## src/spt_pkg.sv

```systemverilog
// Shared types and constants for the salience/priority context table.
// No dependencies.
`timescale 1ns / 1ps
package spt_pkg;

  localparam int NUM_ENTRIES = 16;
  localparam int IDX_W       = $clog2(NUM_ENTRIES);
  localparam int CNT_W       = IDX_W + 1;
  localparam int KEY_BITS    = 16;
  localparam int TIME_BITS   = 48;
  localparam int MUL_W       = 20;

  localparam logic [2:0] REQ_INGEST    = 3'd0;
  localparam logic [2:0] REQ_REINFORCE = 3'd1;
  localparam logic [2:0] REQ_SUPPRESS  = 3'd2;
  localparam logic [2:0] REQ_FOCUS     = 3'd3;
  localparam logic [2:0] REQ_GET       = 3'd4;
  localparam logic [2:0] REQ_CLEAR     = 3'd5;

  localparam logic [1:0] STAT_OK       = 2'd0;
  localparam logic [1:0] STAT_EMPTY    = 2'd1;
  localparam logic [1:0] STAT_NOTFOUND = 2'd2;
  localparam logic [1:0] STAT_FULL     = 2'd3;

  localparam logic [15:0] ONE_Q15 = 16'd32768;

  // floor(x/10) = (x * RECIP10) >> 23, floor(x/5) = (x * RECIP5) >> 20
  localparam logic [MUL_W-1:0] RECIP10 = 20'd838861;
  localparam logic [MUL_W-1:0] RECIP5  = 20'd209716;

  typedef struct packed {
    logic [2:0]  req_type;
    logic [15:0] key_id;
    logic [15:0] salience_in;
    logic [15:0] urgency_in;
    logic [15:0] amount;
    logic [47:0] timestamp;
    logic [4:0]  focus_limit;
  } req_t;

  typedef struct packed {
    logic [15:0] out_key;
    logic [15:0] out_salience;
    logic [15:0] out_priority;
    logic [47:0] out_seen_time;
    logic [15:0] out_observations;
    logic        focused;
    logic [1:0]  status;
    logic        last;
  } rsp_t;

  typedef struct packed {
    logic [KEY_BITS-1:0]  key;
    logic [15:0]          sal;
    logic [15:0]          pri;
    logic [TIME_BITS-1:0] seen;
    logic [15:0]          obs;
  } entry_t;

  typedef struct packed {
    logic                 clr;
    logic                 we;
    logic [IDX_W-1:0]     widx;
    logic [IDX_W-1:0]     ridx;
  } store_ctl_t;

endpackage

```

## src/spt_store.sv

```systemverilog
// Entry storage: valid flags plus per-slot key, scores, time and count.
// Depends on spt_pkg.
`timescale 1ns / 1ps
module spt_store (
  input  logic                                clk_i,
  input  logic                                rst_ni,
  input  spt_pkg::store_ctl_t                 ctl_i,
  input  spt_pkg::entry_t                     wdata_i,
  output spt_pkg::entry_t                     rdata_o,
  output logic [spt_pkg::NUM_ENTRIES-1:0]     valid_o
);
  import spt_pkg::*;

  entry_t                 mem_q [NUM_ENTRIES];
  logic [NUM_ENTRIES-1:0] valid_q;

  always_ff @(posedge clk_i or negedge rst_ni) begin
    if (!rst_ni) begin
      valid_q <= '0;
    end else if (ctl_i.clr) begin
      valid_q <= '0;
    end else if (ctl_i.we) begin
      valid_q[ctl_i.widx] <= 1'b1;
    end
  end

  always_ff @(posedge clk_i) begin
    if (ctl_i.we) begin
      mem_q[ctl_i.widx] <= wdata_i;
    end
  end

  assign rdata_o = mem_q[ctl_i.ridx];
  assign valid_o = valid_q;

endmodule

```

## src/spt_mul.sv

```systemverilog
// Shared registered multiplier used by the update sequencer.
// Depends on spt_pkg.
`timescale 1ns / 1ps
module spt_mul (
  input  logic                          clk_i,
  input  logic [spt_pkg::MUL_W-1:0]     a_i,
  input  logic [spt_pkg::MUL_W-1:0]     b_i,
  output logic [2*spt_pkg::MUL_W-1:0]   p_o
);
  import spt_pkg::*;

  logic [2*MUL_W-1:0] p_q;

  always_ff @(posedge clk_i) begin
    p_q <= (2*MUL_W)'(a_i) * (2*MUL_W)'(b_i);
  end

  assign p_o = p_q;

endmodule

```

## src/salience_priority_table_top.sv

```systemverilog
// Salience/priority context table, top level: sequencer and output register.
// Depends on spt_pkg, spt_store, spt_mul.
`timescale 1ns / 1ps
// One request word is taken at a time; in_ready_o stays low until the last
// result word of the request has been taken. Clear, empty-key requests and
// focus with nothing to list answer in the cycle after acceptance. Ingest,
// reinforce, suppress and get first scan the table one slot per cycle, then
// run 2 (ingest), 3 (reinforce) or 5 (suppress) steps on the single shared
// multiplier before write-back; get answers right after the scan. Focus
// ranks by a full scan per emitted word; an output stall holds each word
// until it is taken. Scores are Q1.15 and saturate at 1.0.
module salience_priority_table_top (
  input  logic            clk_i,
  input  logic            rst_ni,
  input  spt_pkg::req_t   in_i,
  input  logic            in_valid_i,
  output logic            in_ready_o,
  output spt_pkg::rsp_t   out_o,
  output logic            out_valid_o,
  input  logic            out_ready_i
);
  import spt_pkg::*;

  typedef enum logic [3:0] {
    ST_IDLE, ST_FIND, ST_DECIDE, ST_CALC0, ST_CALC1, ST_CALC2, ST_CALC3,
    ST_CALC4, ST_WB, ST_FSCAN, ST_FEMIT
  } state_e;

  state_e                 state_q;
  req_t                   req_q;
  logic [IDX_W-1:0]       idx_q, hit_idx_q, free_idx_q, slot_q, best_idx_q;
  logic                   hit_q, free_found_q, alloc_q, best_found_q;
  logic [15:0]            sal_q, pri_q;
  logic [NUM_ENTRIES-1:0] taken_q;
  logic [CNT_W-1:0]       vcnt_q;
  logic [4:0]             n_q, total_q;
  logic [16:0]            best_sum_q;
  entry_t                 best_ent_q;
  rsp_t                   out_q;
  logic                   out_valid_q;

  store_ctl_t             sctl;
  entry_t                 wdata, rdata;
  logic [NUM_ENTRIES-1:0] valid;
  logic [MUL_W-1:0]       mul_a, mul_b;
  logic [2*MUL_W-1:0]     prod;
  logic [2*MUL_W-1:0]     rnd_p, rnd_s;
  logic [16:0]            cur_sum;
  logic                   last_idx, key_match;

  spt_store u_store (
    .clk_i   (clk_i),
    .rst_ni  (rst_ni),
    .ctl_i   (sctl),
    .wdata_i (wdata),
    .rdata_o (rdata),
    .valid_o (valid)
  );

  spt_mul u_mul (
    .clk_i (clk_i),
    .a_i   (mul_a),
    .b_i   (mul_b),
    .p_o   (prod)
  );

  function automatic logic [15:0] sat_in(input logic [15:0] v);
    return (v > ONE_Q15) ? ONE_Q15 : v;
  endfunction

  function automatic logic [15:0] sat_sum(input logic [16:0] v);
    return (v > 17'(ONE_Q15)) ? ONE_Q15 : v[15:0];
  endfunction

  function automatic rsp_t mk_rsp(input entry_t e, input logic use_e, input logic foc,
                                  input logic [1:0] st, input logic lst);
    rsp_t r;
    r.out_key          = use_e ? 16'(e.key) : '0;
    r.out_salience     = use_e ? e.sal : '0;
    r.out_priority     = use_e ? e.pri : '0;
    r.out_seen_time    = use_e ? 48'(e.seen) : '0;
    r.out_observations = use_e ? e.obs : '0;
    r.focused          = foc;
    r.status           = st;
    r.last             = lst;
    return r;
  endfunction

  assign in_ready_o  = (state_q == ST_IDLE) && !out_valid_q;
  assign out_o       = out_q;
  assign out_valid_o = out_valid_q;

  assign last_idx  = (idx_q == IDX_W'(NUM_ENTRIES - 1));
  assign key_match = (rdata.key == req_q.key_id[KEY_BITS-1:0]);
  assign cur_sum   = 17'(rdata.sal) + 17'(rdata.pri);
  assign rnd_p     = prod + 40'd81920;
  assign rnd_s     = prod + 40'd163840;

  // store control and write data
  always_comb begin
    sctl.clr  = in_valid_i && in_ready_o && (in_i.req_type == REQ_CLEAR);
    sctl.we   = (state_q == ST_WB);
    sctl.widx = slot_q;
    unique case (state_q) inside
      ST_FIND, ST_FSCAN: sctl.ridx = idx_q;
      ST_DECIDE:         sctl.ridx = hit_idx_q;
      default:           sctl.ridx = slot_q;
    endcase
    wdata.key  = req_q.key_id[KEY_BITS-1:0];
    wdata.sal  = sal_q;
    wdata.pri  = pri_q;
    wdata.seen = rdata.seen;
    wdata.obs  = alloc_q ? 16'd0 : rdata.obs;
    if (req_q.req_type == REQ_INGEST) begin
      wdata.seen = req_q.timestamp[TIME_BITS-1:0];
      if (wdata.obs != 16'hFFFF) begin
        wdata.obs = wdata.obs + 16'd1;
      end
    end
  end

  // multiplier operands
  always_comb begin
    mul_a = '0;
    mul_b = '0;
    unique case (state_q)
      ST_CALC0: begin
        unique case (req_q.req_type)
          REQ_INGEST: begin
            mul_a = MUL_W'(sal_q) * 20'd7 + MUL_W'(req_q.salience_in) * 20'd3 + 20'd5;
            mul_b = RECIP10;
          end
          REQ_REINFORCE: begin
            mul_a = MUL_W'(req_q.amount) * 20'd2 + 20'd5;
            mul_b = RECIP10;
          end
          default: begin
            mul_a = MUL_W'(pri_q);
            mul_b = 20'd163840 - MUL_W'(req_q.amount);
          end
        endcase
      end
      ST_CALC1: begin
        if (req_q.req_type == REQ_REINFORCE) begin
          mul_a = MUL_W'(req_q.amount) + 20'd5;
          mul_b = RECIP10;
        end else begin
          mul_a = rnd_p[34:15];
          mul_b = RECIP5;
        end
      end
      ST_CALC2: begin
        mul_a = MUL_W'(sal_q);
        mul_b = 20'd327680 - MUL_W'(req_q.amount);
      end
      ST_CALC3: begin
        mul_a = rnd_s[34:15];
        mul_b = RECIP10;
      end
      default: begin
        mul_a = '0;
        mul_b = '0;
      end
    endcase
  end

  always_ff @(posedge clk_i or negedge rst_ni) begin
    if (!rst_ni) begin
      state_q      <= ST_IDLE;
      req_q        <= '0;
      idx_q        <= '0;
      hit_idx_q    <= '0;
      free_idx_q   <= '0;
      slot_q       <= '0;
      best_idx_q   <= '0;
      hit_q        <= 1'b0;
      free_found_q <= 1'b0;
      alloc_q      <= 1'b0;
      best_found_q <= 1'b0;
      sal_q        <= '0;
      pri_q        <= '0;
      taken_q      <= '0;
      vcnt_q       <= '0;
      n_q          <= '0;
      total_q      <= '0;
      best_sum_q   <= '0;
      best_ent_q   <= '0;
      out_q        <= '0;
      out_valid_q  <= 1'b0;
    end else begin
      if (out_valid_q && out_ready_i && (state_q != ST_FEMIT)) begin
        out_valid_q <= 1'b0;
      end
      unique case (state_q)
        ST_IDLE: begin
          if (in_valid_i && in_ready_o) begin
            req_q        <= {in_i.req_type, in_i.key_id, sat_in(in_i.salience_in),
                             sat_in(in_i.urgency_in), sat_in(in_i.amount),
                             in_i.timestamp, in_i.focus_limit};
            idx_q        <= '0;
            hit_q        <= 1'b0;
            free_found_q <= 1'b0;
            alloc_q      <= 1'b0;
            best_found_q <= 1'b0;
            taken_q      <= '0;
            n_q          <= '0;
            unique case (in_i.req_type) inside
              REQ_CLEAR: begin
                vcnt_q      <= '0;
                out_q       <= mk_rsp('0, 1'b0, 1'b0, STAT_OK, 1'b1);
                out_valid_q <= 1'b1;
              end
              REQ_FOCUS: begin
                if (in_i.focus_limit == 5'd0 || vcnt_q == '0) begin
                  out_q       <= mk_rsp('0, 1'b0, 1'b1, STAT_NOTFOUND, 1'b1);
                  out_valid_q <= 1'b1;
                end else begin
                  total_q <= (in_i.focus_limit < 5'(vcnt_q)) ? in_i.focus_limit
                                                             : 5'(vcnt_q);
                  state_q <= ST_FSCAN;
                end
              end
              REQ_INGEST, REQ_REINFORCE, REQ_SUPPRESS, REQ_GET: begin
                if (in_i.key_id[KEY_BITS-1:0] == '0) begin
                  out_q       <= mk_rsp('0, 1'b0, 1'b0, STAT_EMPTY, 1'b1);
                  out_valid_q <= 1'b1;
                end else begin
                  state_q <= ST_FIND;
                end
              end
              default: ;
            endcase
          end
        end
        ST_FIND: begin
          if (valid[idx_q] && key_match && !hit_q) begin
            hit_q     <= 1'b1;
            hit_idx_q <= idx_q;
          end
          if (!valid[idx_q] && !free_found_q) begin
            free_found_q <= 1'b1;
            free_idx_q   <= idx_q;
          end
          idx_q <= idx_q + 1'b1;
          if (last_idx) begin
            state_q <= ST_DECIDE;
          end
        end
        ST_DECIDE: begin
          if (hit_q) begin
            slot_q <= hit_idx_q;
            sal_q  <= rdata.sal;
            pri_q  <= rdata.pri;
            if (req_q.req_type == REQ_GET) begin
              out_q       <= mk_rsp(rdata, 1'b1, 1'b0, STAT_OK, 1'b1);
              out_valid_q <= 1'b1;
              state_q     <= ST_IDLE;
            end else begin
              state_q <= ST_CALC0;
            end
          end else if (req_q.req_type == REQ_INGEST && free_found_q) begin
            slot_q  <= free_idx_q;
            alloc_q <= 1'b1;
            sal_q   <= '0;
            pri_q   <= '0;
            vcnt_q  <= vcnt_q + 1'b1;
            state_q <= ST_CALC0;
          end else begin
            out_q       <= mk_rsp('0, 1'b0, 1'b0,
                                  (req_q.req_type == REQ_INGEST) ? STAT_FULL
                                                                 : STAT_NOTFOUND,
                                  1'b1);
            out_valid_q <= 1'b1;
            state_q     <= ST_IDLE;
          end
        end
        ST_CALC0: state_q <= ST_CALC1;
        ST_CALC1: begin
          unique case (req_q.req_type)
            REQ_INGEST: begin
              sal_q   <= sat_sum({1'b0, prod[38:23]});
              pri_q   <= sat_sum(17'((19'(pri_q) * 19'd2 + 19'(req_q.salience_in)
                                      + 19'(req_q.urgency_in) + 19'd2) >> 2));
              state_q <= ST_WB;
            end
            REQ_REINFORCE: begin
              pri_q   <= sat_sum(17'(pri_q) + 17'(prod[38:23]));
              state_q <= ST_CALC2;
            end
            default: state_q <= ST_CALC2;
          endcase
        end
        ST_CALC2: begin
          if (req_q.req_type == REQ_REINFORCE) begin
            sal_q   <= sat_sum(17'(sal_q) + 17'(prod[38:23]));
            state_q <= ST_WB;
          end else begin
            pri_q   <= sat_sum({1'b0, prod[35:20]});
            state_q <= ST_CALC3;
          end
        end
        ST_CALC3: state_q <= ST_CALC4;
        ST_CALC4: begin
          sal_q   <= sat_sum({1'b0, prod[38:23]});
          state_q <= ST_WB;
        end
        ST_WB: begin
          out_q       <= mk_rsp(wdata, 1'b1, 1'b0, STAT_OK, 1'b1);
          out_valid_q <= 1'b1;
          state_q     <= ST_IDLE;
        end
        ST_FSCAN: begin
          if (valid[idx_q] && !taken_q[idx_q] &&
              (!best_found_q || cur_sum > best_sum_q)) begin
            best_found_q <= 1'b1;
            best_sum_q   <= cur_sum;
            best_idx_q   <= idx_q;
            best_ent_q   <= rdata;
          end
          idx_q <= idx_q + 1'b1;
          if (last_idx) begin
            state_q <= ST_FEMIT;
          end
        end
        ST_FEMIT: begin
          if (!out_valid_q || out_ready_i) begin
            out_q       <= mk_rsp(best_ent_q, 1'b1, 1'b1, STAT_OK,
                                  (n_q + 5'd1 == total_q));
            out_valid_q <= 1'b1;
            taken_q[best_idx_q] <= 1'b1;
            n_q          <= n_q + 5'd1;
            best_found_q <= 1'b0;
            idx_q        <= '0;
            state_q      <= (n_q + 5'd1 == total_q) ? ST_IDLE : ST_FSCAN;
          end
        end
        default: state_q <= ST_IDLE;
      endcase
    end
  end

endmodule
```

## config.mk

```make
export PLATFORM = sky130hd
export DESIGN_NAME = salience_priority_table_top
export DESIGN_NICKNAME = d
export VERILOG_FILES = /design/src/spt_pkg.sv /design/src/spt_store.sv /design/src/spt_mul.sv /design/src/salience_priority_table_top.sv
export SDC_FILE = /design/constraint.sdc
export NUM_CORES = 2
export LEC_CHECK = 0
export ABC_AREA = 0
export ABC_CLOCK_PERIOD_IN_PS = 12350
export BUFFER_PORTS_ARGS = -buffer_cell sky130_fd_sc_hd__buf_4
export CAP_MARGIN = 20
export CORE_UTILIZATION = 50
export CTS_CLUSTER_DIAMETER = 80
export DETAILED_ROUTE_END_ITERATION = 7
export PLACE_DENSITY = 0.76
export SETUP_SLACK_MARGIN = 0.2
export SLEW_MARGIN = 40
export SYNTH_ARGS = -nofsm -noshare
export SYNTH_HDL_FRONTEND = slang
export SYNTH_SLANG_ARGS = --single-unit
export TNS_END_PERCENT = 5
```

## constraint.sdc

```tcl
create_clock -name clk_i -period 12.35 [get_ports clk_i]
set_clock_uncertainty 0.2 [all_clocks]
set_input_delay 1.8525 -clock clk_i [delete_from_list [all_inputs] [get_ports clk_i]]
set_output_delay 1.8525 -clock clk_i [all_outputs]
set_load 0.005 [all_outputs]
```

==> impl_metrics.env <==
export IMPL_status="complete, but fails checks"
export IMPL_violations="design-rule violations"
export IMPL_postCtsSetupRepairBufs=0
export IMPL_clock_sinks=2285
export IMPL_synth_area_leaders="edfxtp_1, dfrtp_1, nand2_1"
export IMPL_ant_nets=0
export IMPL_setup_tns_ps=0
export IMPL_synthTopCellsByCount="nand2_1, edfxtp_1, inv_1"
export IMPL_worstRegToRegCells=41
export IMPL_ys_types=111
export IMPL_yosysSeqAreaShare_pct=57.9
export IMPL_synth_edf_count=1792
export IMPL_crit_fanout=22
export IMPL_coreArea_sq_um=226000
export IMPL_die_area_sq_um=230000
export IMPL_synth_area_per_cell_sq_um=11.5
export IMPL_wl_per_cell_microns=25.5
export IMPL_synth_main_ff_cell="edfxtp_1"
export IMPL_cp_required_ps=12950
export IMPL_synth_top_cell_by_area="edfxtp_1"
export IMPL_critPathLaunchType="flop"
export IMPL_wirelength_microns=335000
export IMPL_place_inst=12700
export IMPL_gp_congestion=0.989
export IMPL_boundaryPins=242
export IMPL_whs_path_depth=2
export IMPL_cp_slowest_stage_delay_ps=620
export IMPL_port_buffers=241
export IMPL_viasPerCell=6.22
export IMPL_async_flop_share_pct=20.5
export IMPL_die_w_microns=479
export IMPL_cts_tree="done"
export IMPL_netlist_instances=9888
export IMPL_synth_top_area_share_pct=47.2
export IMPL_drtPass1Iterations=8
export IMPL_die_h_microns=479
export IMPL_p_leak_nw=50.0
export IMPL_grt_pass1_vias=81900
export IMPL_crit_top_cell="fa_1"
export IMPL_drive_gt1_share_pct=11.2
export IMPL_reg2reg_from="sal_q[1]"
export IMPL_rsz0062_at_grt="false"
export IMPL_antenna_found_initial=12
export IMPL_clkTransAtPathRegs_ps=60
export IMPL_area_delta_synth_final_pct=11.6
export IMPL_timing_final_hold_violations=0
export IMPL_worst_pin_slew_ps=993
export IMPL_arrival_ps=12260
export IMPL_clk_latency_ps=910
export IMPL_numCtsBuffers=219
export IMPL_drc=11
export IMPL_relSlewSlack_pct=33.3
export IMPL_drt_iter0_drc=10900
export IMPL_max_vdd_ir_drop_uv=300
export IMPL_vias=81800
export IMPL_rows=174
export IMPL_track_usage_pct=28.8
export IMPL_crit_end="u_mul.p_o[34]"
export IMPL_yosys_register_bits=2285
export IMPL_ys_warn_count=0
export IMPL_endpoint_kind="flop"
export IMPL_fmax_ghz=0.0858
export IMPL_period_needed_ps=11650
export IMPL_final_instance_count_excl_fill=13100
export IMPL_crit_path_start="sal_q[1]"
export IMPL_timing_final_crit_share_pct=94.4
export IMPL_grt_overflow=0
export IMPL_worstSetupPathType="flop to flop"
export IMPL_setup_violations=0
export IMPL_yosysMostFrequentCell="nand2_1"
export IMPL_clock_root_buffer="clkbuf_16"
export IMPL_syn_cell_area_sq_um=114000
export IMPL_cts_buffer_depth=3
export IMPL_dpl_hpwl_microns=207000
export IMPL_crit_path_top_delay_cell="dfrtp_2"
export IMPL_finalMaxSlewViolations=0
export IMPL_power_density_nw_per_um2=319
export IMPL_crit_reg2reg_capture="u_mul.p_o[34]"
export IMPL_htree_levels=4
export IMPL_grt_max_degree=181
export IMPL_start_util_pct=50.5
export IMPL_final_nets=10700
export IMPL_grt_pass1_wl_microns=502000
export IMPL_reg2reg_slack_ps=700
export IMPL_maxCapViolCount=0
export IMPL_hold_class="flop to flop"
how the worst min path moves through the flow:
stage,startpoint,endpoint
after floorplan,req_q[10],req_q[10]
after global placement,req_q[10],req_q[10]
after detailed placement,req_q[46],req_q[46]
after CTS,req_q[46],req_q[46]
after global routing,req_q[8],req_q[8]
final,out_o[3],out_o[3]
worst max-delay path: cells and delay by family, from the launching register on:
family	cells	cell delay, ps
AO/OA/AOI/OAI	18	3400
XOR/XNOR	2	330
adder cells (fa/ha/maj)	13	6010
buffers and inverters	7	720
flip-flops	1	620
AND/OR/NAND/NOR	1	310
area by class of cell:
cell class	instances	area (sq um)
fillers	17900	98500
flip-flops and latches	2285	66000
multi-input cells	6394	43700
clock buffers	300	6100
repair buffers	461	4140
well taps	2992	3740
inverters	592	2220
clock inverters	116	1300
diodes	4	10.0
metal layers:
layer  track usage, %  routed length, microns  up-vias
met5                0                      94        -
met4             14.7                   18600       14
met3             5.37                   35000      919
met2             46.3                  156000     4865
met1             37.6                  125000    40600
li1                 -                       -    35400
where the power goes:
| group | leakage [nW] | internal (mW) | switching, mW |
|---|---|---|---|
| clock network | 3.58 | 3.83 | 2.99 |
| logic | 23.8 | 7.05 | 14.5 |
| registers | 22.6 | 11.3 | 0.902 |
| total | 50.0 | 22.2 | 18.4 |
what timing repair did:
action                                  CTS  global route
resized for setup                         0             1
endpoints found under the setup margin    0             8
hold buffers                              0             0
cell usage in the layout, fill, tap and decap left out, types with 74 or more instances in the layout:
| cell type | n |
|---|---|
| nand2_1 | 2287 |
| edfxtp_1 | 1792 |
| inv_1 | 561 |
| dfrtp_1 | 462 |
| nand3_1 | 421 |
| buf_4 | 386 |
| fa_1 | 381 |
| nor2_1 | 326 |
| o21ai_0 | 324 |
| ha_1 | 281 |
| a311oi_1 | 255 |
| and3_1 | 235 |
| clkbuf_16 | 223 |
| a21oi_1 | 210 |
| a21o_1 | 126 |
| a31oi_1 | 125 |
| xnor2_1 | 114 |
| and2_1 | 83 |
| a221oi_1 | 80 |
| nor3_1 | 75 |
| xor2_1 | 74 |
registers in the layout, indices dropped and copies added, names as in the netlist, 5 cells and up:
name,cells
vcnt_q,5
u_mul.p_o,25
taken_q,16
sal_q,16
best_sum_q,17
n_q,5
u_store.mem_q,1792
total_q,5
u_store.valid_o,16
best_ent_q,112
req_q,115
out_o,116
pri_q,16
stage by stage:
stage | hold slack (ps) | instance area, sq um | worst slack (ps) | power [mW] | utilization (%)
after floorplan | 246 | 114000 | 1650 | 26.6 | -
after global placement | 262 | 119000 | 781 | 32.3 | 52.6
after detailed placement | 265 | 120000 | 631 | 33.2 | 53.0
after CTS | 281 | 127000 | 600 | 40.1 | 56.3
after global routing | 305 | 127000 | 281 | 42.8 | 56.4
final | 275 | 127000 | 696 | 40.6 | 56.4
cells by family after synthesis:
logic type	synth area share (%)
muxes	2.06
AOI/OAI and AO/OA	9.87
xor gates and xnor gates	1.50
buffers and inverters	4.28
DFF	57.9
adders and majority gates	9.78
and+or+nand+nor	14.6
other	0.00329
Note: power is estimated with default switching activity, not from simulation.
